--- config.mk ---
export PLATFORM = sky130hd
export DESIGN_NAME = sorted_sparse_term_accumulator
export DESIGN_NICKNAME = d
export VERILOG_FILES = /design/src/hw/rtl/ssta_pkg.sv /design/src/hw/rtl/sorted_sparse_term_accumulator.sv
export SDC_FILE = /design/constraint.sdc
export NUM_CORES = 2
export LEC_CHECK = 0
export BUFFER_PORTS_ARGS = -buffer_cell sky130_fd_sc_hd__buf_2
export CAP_MARGIN = 20
export CORE_MARGIN = 5
export CORE_UTILIZATION = 57
export DETAILED_ROUTE_END_ITERATION = 10
export PLACE_DENSITY = 0.76
export SLEW_MARGIN = 0
export SYNTH_ARGS = -nofsm -noshare
export SYNTH_HDL_FRONTEND = slang
export SYNTH_SLANG_ARGS = --single-unit
--- constraint.sdc ---
create_clock -name clk -period 7 [get_ports clk]
set_clock_uncertainty 0.1 [all_clocks]
set_input_delay 0.35 -clock clk [delete_from_list [all_inputs] [get_ports clk]]
set_output_delay 0.35 -clock clk [all_outputs]
set_load 0.005 [all_outputs]
--- src/hw/rtl/ssta_pkg.sv ---
// Shared types and codes for the sorted sparse term accumulator.
`timescale 1ns / 1ps

package ssta_pkg;

  localparam int COEF_W = 32;
  localparam int EXP_W  = 8;
  localparam int CMD_W  = 3;
  localparam int STAT_W = 2;
  localparam int SCL_W  = 8;
  localparam int CNT_W  = 6;
  localparam int PROD_W = COEF_W + SCL_W;

  localparam logic [CMD_W-1:0] CMD_ADD   = 3'd0;
  localparam logic [CMD_W-1:0] CMD_SUB   = 3'd1;
  localparam logic [CMD_W-1:0] CMD_SCALE = 3'd2;
  localparam logic [CMD_W-1:0] CMD_READ  = 3'd3;
  localparam logic [CMD_W-1:0] CMD_CLEAR = 3'd4;

  localparam logic [STAT_W-1:0] ST_MERGED   = 2'd0;
  localparam logic [STAT_W-1:0] ST_INSERTED = 2'd1;
  localparam logic [STAT_W-1:0] ST_FULL     = 2'd2;
  localparam logic [STAT_W-1:0] ST_DONE     = 2'd3;

  localparam logic signed [COEF_W-1:0] COEF_MAX = 32'sh7FFF_FFFF;
  localparam logic signed [COEF_W-1:0] COEF_MIN = 32'sh8000_0000;

  typedef struct packed {
    logic signed [COEF_W-1:0] coef;
    logic signed [EXP_W-1:0]  expo;
  } term_t;

endpackage

--- src/hw/rtl/sorted_sparse_term_accumulator.sv ---
// Sorted sparse term accumulator: term table in one RAM and its command sequencer.
`timescale 1ns / 1ps

// Holds up to MAX_TERMS polynomial terms sorted by ascending exponent in a single
// synchronous RAM (one write, one read per cycle, read data registered). Issue a
// command with start while busy is low; results appear on out_* for one cycle each,
// marked by out_valid, and cannot be held off. Clear and unknown commands answer
// without leaving idle. Scale and read out walk the table one entry per cycle (an
// empty table is answered from idle), read out giving one result per term. Add and
// subtract scan upward for the exponent one entry per cycle and merge into an equal
// exponent, or, if the table is not full, move the entries above the insertion point
// up one by one and write the new term. The RAM is not cleared after reset; only
// entries below the term count are ever used.
module sorted_sparse_term_accumulator #(
  parameter int MAX_TERMS = 32
) (
  input  logic                                 clk,
  input  logic                                 rst_n,
  input  logic                                 start,
  output logic                                 busy,
  input  logic [ssta_pkg::CMD_W-1:0]           in_cmd,
  input  logic signed [ssta_pkg::COEF_W-1:0]   in_coefficient,
  input  logic signed [ssta_pkg::EXP_W-1:0]    in_exponent,
  input  logic signed [ssta_pkg::SCL_W-1:0]    in_scale_factor,
  output logic                                 out_valid,
  output logic [ssta_pkg::STAT_W-1:0]          out_status,
  output logic [ssta_pkg::CNT_W-1:0]           out_term_count,
  output logic signed [ssta_pkg::COEF_W-1:0]   out_coefficient,
  output logic signed [ssta_pkg::EXP_W-1:0]    out_exponent,
  output logic                                 out_last
);

  localparam int IDX_W = $clog2(MAX_TERMS);
  localparam int HLD_W = $clog2(MAX_TERMS + 1);

  typedef enum logic [2:0] {
    S_IDLE,
    S_SRCH,
    S_SHIFT,
    S_INS,
    S_SCALE,
    S_READ
  } state_t;

  state_t                               state_r, state_nxt;
  logic [HLD_W-1:0]                     held_r, held_nxt;
  logic [IDX_W-1:0]                     chk_r, chk_nxt;
  logic [IDX_W-1:0]                     pos_r, pos_nxt;
  logic                                 sub_r;
  logic signed [ssta_pkg::COEF_W-1:0]   coef_r;
  logic signed [ssta_pkg::EXP_W-1:0]    expo_r;
  logic signed [ssta_pkg::SCL_W-1:0]    scale_r;

  logic                                 out_valid_r, out_valid_nxt;
  logic [ssta_pkg::STAT_W-1:0]          out_status_r, out_status_nxt;
  logic [ssta_pkg::CNT_W-1:0]           out_count_r;
  logic signed [ssta_pkg::COEF_W-1:0]   out_coef_r, out_coef_nxt;
  logic signed [ssta_pkg::EXP_W-1:0]    out_expo_r, out_expo_nxt;
  logic                                 out_last_r, out_last_nxt;

  ssta_pkg::term_t                      mem [MAX_TERMS];
  ssta_pkg::term_t                      rd_data_r;
  ssta_pkg::term_t                      wr_data;
  logic [IDX_W-1:0]                     rd_addr;
  logic [IDX_W-1:0]                     wr_addr;
  logic                                 we;

  logic                                 accept;
  logic [IDX_W-1:0]                     last_idx;
  logic                                 chk_last;
  logic                                 full;
  logic signed [ssta_pkg::COEF_W:0]     sum;
  logic signed [ssta_pkg::COEF_W-1:0]   sum_sat;
  logic signed [ssta_pkg::PROD_W-1:0]   prod;
  logic signed [ssta_pkg::COEF_W-1:0]   prod_sat;
  logic signed [ssta_pkg::COEF_W-1:0]   ins_coef;

  assign accept   = start && !busy;
  assign busy     = (state_r != S_IDLE);
  assign last_idx = IDX_W'(held_r - HLD_W'(1));
  assign chk_last = (chk_r == last_idx);
  assign full     = (held_r == HLD_W'(MAX_TERMS));

  // Saturating merge and scale datapaths on the entry just read, and a saturating negate of the new coefficient.
  always_comb begin
    if (sub_r) begin
      sum = (ssta_pkg::COEF_W+1)'(rd_data_r.coef) - (ssta_pkg::COEF_W+1)'(coef_r);
    end else begin
      sum = (ssta_pkg::COEF_W+1)'(rd_data_r.coef) + (ssta_pkg::COEF_W+1)'(coef_r);
    end
    if (sum[ssta_pkg::COEF_W] != sum[ssta_pkg::COEF_W-1]) begin
      sum_sat = sum[ssta_pkg::COEF_W] ? ssta_pkg::COEF_MIN : ssta_pkg::COEF_MAX;
    end else begin
      sum_sat = sum[ssta_pkg::COEF_W-1:0];
    end

    prod = ssta_pkg::PROD_W'(rd_data_r.coef) * ssta_pkg::PROD_W'(scale_r);
    if (prod[ssta_pkg::PROD_W-1:ssta_pkg::COEF_W-1] == '0 ||
        prod[ssta_pkg::PROD_W-1:ssta_pkg::COEF_W-1] == '1) begin
      prod_sat = prod[ssta_pkg::COEF_W-1:0];
    end else begin
      prod_sat = prod[ssta_pkg::PROD_W-1] ? ssta_pkg::COEF_MIN : ssta_pkg::COEF_MAX;
    end

    if (!sub_r) begin
      ins_coef = coef_r;
    end else if (coef_r == ssta_pkg::COEF_MIN) begin
      ins_coef = ssta_pkg::COEF_MAX;
    end else begin
      ins_coef = -coef_r;
    end
  end

  always_comb begin
    state_nxt      = state_r;
    held_nxt       = held_r;
    chk_nxt        = chk_r;
    pos_nxt        = pos_r;
    rd_addr        = '0;
    we             = 1'b0;
    wr_addr        = chk_r;
    wr_data        = rd_data_r;
    out_valid_nxt  = 1'b0;
    out_status_nxt = ssta_pkg::ST_DONE;
    out_coef_nxt   = '0;
    out_expo_nxt   = '0;
    out_last_nxt   = 1'b1;

    case (state_r)
      S_IDLE: begin
        if (accept) begin
          chk_nxt = '0;
          case (in_cmd)
            ssta_pkg::CMD_ADD, ssta_pkg::CMD_SUB: begin
              if (held_r == '0) begin
                pos_nxt   = '0;
                state_nxt = S_INS;
              end else begin
                state_nxt = S_SRCH;
              end
            end
            ssta_pkg::CMD_SCALE: begin
              if (held_r == '0) begin
                out_valid_nxt = 1'b1;
              end else begin
                state_nxt = S_SCALE;
              end
            end
            ssta_pkg::CMD_READ: begin
              if (held_r == '0) begin
                out_valid_nxt = 1'b1;
              end else begin
                state_nxt = S_READ;
              end
            end
            ssta_pkg::CMD_CLEAR: begin
              held_nxt      = '0;
              out_valid_nxt = 1'b1;
            end
            default: begin
              out_valid_nxt = 1'b1;
            end
          endcase
        end
      end

      S_SRCH: begin
        if (rd_data_r.expo == expo_r) begin
          we             = 1'b1;
          wr_data.coef   = sum_sat;
          out_valid_nxt  = 1'b1;
          out_status_nxt = ssta_pkg::ST_MERGED;
          state_nxt      = S_IDLE;
        end else if (rd_data_r.expo > expo_r || chk_last) begin
          if (full) begin
            out_valid_nxt  = 1'b1;
            out_status_nxt = ssta_pkg::ST_FULL;
            state_nxt      = S_IDLE;
          end else if (rd_data_r.expo > expo_r) begin
            // open a slot at chk_r: move the top entry first
            pos_nxt   = chk_r;
            chk_nxt   = last_idx;
            rd_addr   = last_idx;
            state_nxt = S_SHIFT;
          end else begin
            pos_nxt   = IDX_W'(held_r);
            state_nxt = S_INS;
          end
        end else begin
          chk_nxt = IDX_W'(chk_r + 1'b1);
          rd_addr = IDX_W'(chk_r + 1'b1);
        end
      end

      S_SHIFT: begin
        we      = 1'b1;
        wr_addr = IDX_W'(chk_r + 1'b1);
        if (chk_r == pos_r) begin
          state_nxt = S_INS;
        end else begin
          chk_nxt = IDX_W'(chk_r - 1'b1);
          rd_addr = IDX_W'(chk_r - 1'b1);
        end
      end

      S_INS: begin
        we             = 1'b1;
        wr_addr        = pos_r;
        wr_data.coef   = ins_coef;
        wr_data.expo   = expo_r;
        held_nxt       = HLD_W'(held_r + 1'b1);
        out_valid_nxt  = 1'b1;
        out_status_nxt = ssta_pkg::ST_INSERTED;
        state_nxt      = S_IDLE;
      end

      S_SCALE: begin
        we           = 1'b1;
        wr_data.coef = prod_sat;
        if (chk_last) begin
          out_valid_nxt = 1'b1;
          state_nxt     = S_IDLE;
        end else begin
          chk_nxt = IDX_W'(chk_r + 1'b1);
          rd_addr = IDX_W'(chk_r + 1'b1);
        end
      end

      S_READ: begin
        out_valid_nxt = 1'b1;
        out_coef_nxt  = rd_data_r.coef;
        out_expo_nxt  = rd_data_r.expo;
        out_last_nxt  = chk_last;
        if (chk_last) begin
          state_nxt = S_IDLE;
        end else begin
          chk_nxt = IDX_W'(chk_r + 1'b1);
          rd_addr = IDX_W'(chk_r + 1'b1);
        end
      end

      default: begin
        state_nxt = S_IDLE;
      end
    endcase
  end

  // Term RAM, read before write; a same-entry read and write in one cycle only
  // happens where the read data is not used.
  always_ff @(posedge clk) begin
    if (we) begin
      mem[wr_addr] <= wr_data;
    end
    rd_data_r <= mem[rd_addr];
  end

  always_ff @(posedge clk) begin
    if (!rst_n) begin
      state_r     <= S_IDLE;
      held_r      <= '0;
      out_valid_r <= 1'b0;
    end else begin
      state_r     <= state_nxt;
      held_r      <= held_nxt;
      out_valid_r <= out_valid_nxt;
    end
    chk_r        <= chk_nxt;
    pos_r        <= pos_nxt;
    out_status_r <= out_status_nxt;
    out_count_r  <= ssta_pkg::CNT_W'(held_nxt);
    out_coef_r   <= out_coef_nxt;
    out_expo_r   <= out_expo_nxt;
    out_last_r   <= out_last_nxt;
    if (accept) begin
      sub_r   <= (in_cmd == ssta_pkg::CMD_SUB);
      coef_r  <= in_coefficient;
      expo_r  <= in_exponent;
      scale_r <= in_scale_factor;
    end
  end

  assign out_valid       = out_valid_r;
  assign out_status      = out_status_r;
  assign out_term_count  = out_count_r;
  assign out_coefficient = out_coef_r;
  assign out_exponent    = out_expo_r;
  assign out_last        = out_last_r;

`ifndef SYNTHESIS
  a_held_bound: assert property (@(posedge clk) disable iff (!rst_n)
    held_r <= HLD_W'(MAX_TERMS))
    else $error("term count above table size");

  a_accept_progress: assert property (@(posedge clk) disable iff (!rst_n)
    accept |=> busy || out_valid)
    else $error("accepted transaction neither running nor answered");

  a_last_frees: assert property (@(posedge clk) disable iff (!rst_n)
    out_valid && out_last |-> !busy)
    else $error("final result while sequencer still busy");

  a_insert_grows: assert property (@(posedge clk) disable iff (!rst_n)
    out_valid && out_status == ssta_pkg::ST_INSERTED |-> held_r == $past(held_r) + 1'b1)
    else $error("insert without term count increment");

  a_shift_above_pos: assert property (@(posedge clk) disable iff (!rst_n)
    state_r == S_SHIFT |-> chk_r >= pos_r)
    else $error("shift source below insertion point");
`endif

endmodule

# [Word level (Yosys, flattened, before mapping)]
# Memory sizes are Yosys's and may differ from the RTL's. A register that Yosys moved wholly into a read port is not among the register bits.
# Cells that the tools add are included.
[word_totals] ff_bits=118 out_inout_bits=51 elab_cells=140 n_memories=1 ram_bits=1280
[mem_list] name="mem" words=32 word_bits=40 read_ports=1 rd_ports_with_merged_regs=1 write_ports=1 line="sorted_sparse_term_accumulator.sv:61" text="ssta_pkg::term_t mem [MAX_TERMS];"
[classes] eq_ne=32 n_mux=65 n_lt_le_gt_ge=1 n_reduce_logical=19 add_sub_neg=7 mul=1
[ops] op="$mux 32" count=7
[ops] op="$mux 5" count=20
[ops] op="$pmux 32 s3" count=1
[ops] op="$mul 32x8->40" count=1
[ops] op="$add 32x32->33" count=1
[ops] op="$mux 33" count=1
[ops] op="$sub 32x32->33" count=1
[ops] op="$eq 32x32->1 const B" count=1
[ops] op="$neg 32->32" count=1
[ops] op="$mux 3" count=7
[ops] op="$reduce_and 7->1" count=3
[ops] op="$pmux 5 s2" count=2
[ops] op="$pmux 5 s4" count=1
[ops] op="$ne 2x2->1 const B" count=8
[ops] op="$ne 3x3->1 const B" count=5
[ops] op="$pmux 5 s3" count=1
[ops] op="$eq 3x2->1 const B" count=4
[ops] op="$mux 1" count=12
[ops] op="$mux 6" count=2
[ops] op="$pmux 3 s4" count=1
[ops] op="$pmux 6 s2" count=1
[ops] op="$eq 5x5->1" count=2
[ops] op="$sub 5x1->5 const B" count=2
[ops] op="$eq 3x3->1 const B" count=3
[ops] op="27 further kinds" count=37

# [Depth between registers and ports, before layout]
[logic_depth] depth_word=6 mapped_depth=25 depth_no_buf=22

# [Worst setup path after synthesis]
# No wires, ideal clock.
[synth_path] path_type="reg2reg" start="register scale_r[7] (netlist bit)" end="memory mem[0][30] (netlist bit) (data pin)" arrival_time_ps=6400 path_stages_with_launch=25 path_slack_ps=13 setup_ps=487 cell_sequence="edfxtp_1 inv_1 clkbuf_1 clkbuf_1 nor2_1 fa_1 fa_1 fa_1 inv_1 fa_1 inv_1 ha_1 buf_6 a211oi_1 nor2b_1 o311ai_1 a21oi_1 or4_4 o211ai_2 nand4_1 or4_4 mux2_4 buf_6 o21ai_0 nand4_1"
[synth_rtl] item="start: declaration" line="sorted_sparse_term_accumulator.sv:52" text="logic signed [ssta_pkg::SCL_W-1:0] scale_r;"
[synth_rtl] item="start signal: assignment" line="sorted_sparse_term_accumulator.sv:278" text="scale_r <= in_scale_factor;"
[synth_rtl] item="end: declaration" line="sorted_sparse_term_accumulator.sv:61"

==> summary by stage <==
Place
During placement, the flow inserted port buffers numbering about 100. In this run, placement finished with an instance count of 7,599. The total cell area at the placement stage is 73,300 um^2.

Routability-driven placement finished with a final weighted congestion of just under 1. Summed over all nets, the half-perimeter wirelength after detailed placement is about 130,000 um.

Route
For this block, the initial DRC count from the detailed router was 8,178. The first-pass detailed-route iteration total is 6. The final wirelength is around 220,000 um. The count of nets left with antenna violations once routing finished came out at 0. The number of design rule violations left after detail routing is 0. After detailed routing, the number of vias per cell comes to between 6 and 7.

After detailed routing, the average wire length per cell comes to between 20 and 30 um. Summing over every cut layer, the via total after detailed routing is just over 50k.

Run
The number of maximum-capacitance violations is 0.

Logic synthesis
The fraction of synthesized cell area taken by the top area cell type is 0.583. The cell count after synthesis is 5,974. The post-synthesis net count is approximately 6.4k. The library cell occupying the most area in the post-synthesis netlist is sky130_fd_sc_hd__edfxtp_1. The flip-flop and latch count after synthesis is approximately 1.4k. After synthesis, the mean cell area works out to 11.5 um^2.

The number of enable flip-flop cells after synthesis is 1,339. Of all flip-flops after synthesis, the portion carrying an async set or reset was 0. In the synthesized netlist the dominant register cell turns out to be sky130_fd_sc_hd__edfxtp_1. The number of different library cells used by synthesis comes to 84.

The share of the Yosys chip area taken by registers is 0.611. Yosys printed 0 warnings. After synthesis, the cell types taking the most area are sky130_fd_sc_hd__edfxtp_1 58%, sky130_fd_sc_hd__nand2_1 6.8%, sky130_fd_sc_hd__fa_1 5.8%.

Summing every instance area after synthesis gives roughly 69,000 um^2.

Final layout
Fill cells in the final layout number approximately 8.5k. In the final design database the tool counted around 6.6k nets. From synthesis to final layout, the design area changed by 14.3%. The final cell area excluding filler cells is a little under 80,000 um^2. In the final layout, the share of cells above drive strength 1 is 0.112. The count of placed standard cells in the final layout, fillers left out is around 7.9k.

Floorplanning
The die is about 360 um wide. For this design the top-level I/O count stands at between 100 and 150. The die area is between 100,000 and 150,000 um^2. The die is around 360 um tall. The floorplan core area is between 100,000 and 150,000 um^2. The initial utilization of the core area, before any placement, comes to 0.574. Row generation in the floorplan step produced about 130 rows.

Timing
The fraction of the cycle the final worst path needs is 0.984. The time the worst path needs with I/O delays and setup is 6890 ps. The achievable clock frequency is around 0.15 GHz. The worst relative slew slack is 0.223. The actual slew at the worst max-slew pin is approximately 1200 ps. The count of pins over their slew limit was 0.

The number of failing hold endpoints at the final stage is 0. Setup repair after global routing could not meet its margin everywhere. Setup violations remaining at the end of the flow were counted as 0.

Critical path
The kind of end point of the critical path is a flop. Along the worst path, the maximum fanout reaches 32. Data arrives at the worst endpoint at about 7300 ps.

The worst setup path category is flop to flop. The data required time of the critical path is 7410 ps. STA classifies the critical path startpoint as a flop.

Clocking
At the later pin of the worst-skew pair, clock insertion delay measures around 780 ps. The clock-pin slew reported for the worst setup and hold paths after clock tree synthesis is 60 ps. CTS built an H-tree with a depth of 4. The clock tree from TritonCTS is yes.

CTS placed an instance of sky130_fd_sc_hd__clkbuf_16 at the clock tree root. The TritonCTS buffer count is 144. The total number of clock tree sinks is roughly 1.4k. The number of buffers on the longest clock path is 3.

Global routing
The number of antenna violations at the first check in global routing is 11. The largest net degree at the start of global routing is 110. The via count of the first global-routing pass is between 40k and 50k. The final global-route overflow total is 0. The total global routing track utilization is 0.334. The first global-routing pass estimated between 300,000 and 400,000 um of wire.

Worst hold path
The class of the most critical hold timing path is input port to flop.

Outcome
The flow ran to the end, and the final reports show no timing, DRC or antenna violations.
critical path: stages, from the launching register on:
cell and delay, ps:
sky130_fd_sc_hd__edfxtp_1 540, sky130_fd_sc_hd__buf_6 230, sky130_fd_sc_hd__and2_1 150, sky130_fd_sc_hd__ha_1 270
sky130_fd_sc_hd__inv_1 50, sky130_fd_sc_hd__fa_1 500, sky130_fd_sc_hd__inv_1 60, sky130_fd_sc_hd__fa_1 530
sky130_fd_sc_hd__inv_1 50, sky130_fd_sc_hd__fa_1 490, sky130_fd_sc_hd__inv_1 50, sky130_fd_sc_hd__ha_1 290
sky130_fd_sc_hd__buf_4 170, sky130_fd_sc_hd__and3_1 210, sky130_fd_sc_hd__a211oi_1 250, sky130_fd_sc_hd__a311oi_1 100
sky130_fd_sc_hd__buf_4 170, sky130_fd_sc_hd__nor2_1 160, sky130_fd_sc_hd__o211ai_1 130, sky130_fd_sc_hd__a311o_1 350
sky130_fd_sc_hd__nor4_1 300, sky130_fd_sc_hd__nand4_1 240, sky130_fd_sc_hd__buf_4 230, sky130_fd_sc_hd__mux2_4 420
sky130_fd_sc_hd__o21ai_0 220, sky130_fd_sc_hd__nand3_1 150, sky130_fd_sc_hd__buf_12 220
Yosys cell counts, types with 110 or more instances:
| master | number |
|---|---|
| sky130_fd_sc_hd__a21oi_1 | 110 |
| sky130_fd_sc_hd__a31oi_1 | 138 |
| sky130_fd_sc_hd__and2_1 | 210 |
| sky130_fd_sc_hd__and3_1 | 168 |
| sky130_fd_sc_hd__clkbuf_1 | 257 |
| sky130_fd_sc_hd__edfxtp_1 | 1339 |
| sky130_fd_sc_hd__fa_1 | 200 |
| sky130_fd_sc_hd__ha_1 | 122 |
| sky130_fd_sc_hd__inv_1 | 306 |
| sky130_fd_sc_hd__nand2_1 | 1256 |
| sky130_fd_sc_hd__nand3_1 | 655 |
| sky130_fd_sc_hd__nor2_1 | 157 |
| sky130_fd_sc_hd__o21ai_0 | 135 |
sequential cells by signal (all words and copies together), names as in the netlist:
name	cells
out_coefficient	32
scale_r	8
out_last	1
expo_r	8
mem	1280
state_r	3
chk_r	5
pos_r	5
held_r	6
out_term_count	6
rd_data_r	40
out_exponent	8
sub_r	1
out_status	2
coef_r	32
out_valid	1
final cells by class:
type,instances,area [um^2],share of cell area
tap,1612,2020,0.0256
multi-input combinational,3853,24600,0.312
clock inverter,76,769,0.00976
sequential,1438,42200,0.535
clock buffer,188,3970,0.0503
inverter,308,1160,0.0147
antenna,4,10.0,0.000127
timing repair buffer,454,4120,0.0522
per-layer routing:
metal | wire length [um] | share of wire | up-vias | GRT usage
met5 | 48 | 0.00022 | - | 0
met4 | 11600 | 0.053 | 8 | 0.159
met3 | 30900 | 0.14 | 704 | 0.0947
met2 | 97100 | 0.45 | 3760 | 0.507
met1 | 77200 | 0.36 | 24663 | 0.449
li1 | - | - | 21733 | -
logic make-up (layout without fill, tap and decap cells):
kind of cell    count (synthesis)  after routing  share of synthesized area
fa+ha+maj                     323            323                     0.0803
other cells                     0              4                          0
simple gates                 2608           2608                      0.174
xor+xnor                      118            118                     0.0151
mux                            29             31                    0.00430
compound gates                773            773                     0.0758
flops                        1438           1438                      0.611
buf+inv                       685           1026                     0.0392
final timing paths:
path | startpoint | to | slack (ps) | cells past startpoint
setup / recovery | scale_r[0]$_DFFE_PP_ | mem[23][22]$_DFFE_PP_ | 110 | 26
hold / removal | in_exponent[7] | expo_r[7]$_DFFE_PP_ | 180 | 2
setup reg to reg | scale_r[0]$_DFFE_PP_ | mem[23][22]$_DFFE_PP_ | 110 | 26
hold reg to reg | rd_data_r[7]$_DFF_P_ | out_exponent[7]$_SDFF_PP0_ | 440 | 1
cells in the final DEF (no fill, tap or decap), types with 54 or more instances in the layout:
cell type / n
sky130_fd_sc_hd__edfxtp_1: 1339
sky130_fd_sc_hd__nand2_1: 1254
sky130_fd_sc_hd__nand3_1: 655
sky130_fd_sc_hd__inv_1: 306
sky130_fd_sc_hd__buf_4: 226
sky130_fd_sc_hd__and2_1: 209
sky130_fd_sc_hd__fa_1: 200
sky130_fd_sc_hd__and3_1: 168
sky130_fd_sc_hd__clkbuf_16: 152
sky130_fd_sc_hd__a31oi_1: 137
sky130_fd_sc_hd__ha_1: 121
sky130_fd_sc_hd__o21ai_0: 119
sky130_fd_sc_hd__nor2_1: 117
sky130_fd_sc_hd__a21oi_1: 106
sky130_fd_sc_hd__buf_2: 104
sky130_fd_sc_hd__dfxtp_1: 94
sky130_fd_sc_hd__o211ai_1: 87
sky130_fd_sc_hd__xnor2_1: 86
sky130_fd_sc_hd__buf_12: 62
sky130_fd_sc_hd__dlygate4sd3_1: 54
through the flow:
stage	setup slack, ps	setup TNS (ps)	hold slack [ps]	util
after floorplan	13.3	0	340	-
after global placement	119	0	418	0.610
after detailed placement	74.1	0	428	0.610
after CTS	42.8	0	133	0.654
after global routing	-42.7	-11540	177	0.656
final	115	0	184	0.656
what timing repair did:
item | 4_1_cts | 5_1_grt
buffers inserted | 0 | 6
hold endpoints to repair | 59 | 0
cloned | 0 | 3
hold buffers | 54 | 0
pin swaps | 0 | 4
setup endpoints to repair | 12 | 910
resized for setup | 1 | 26
Power is left out: the tool's default activity adds up to more than one toggle a clock period on the data nets, which glitch-free logic cannot reach.
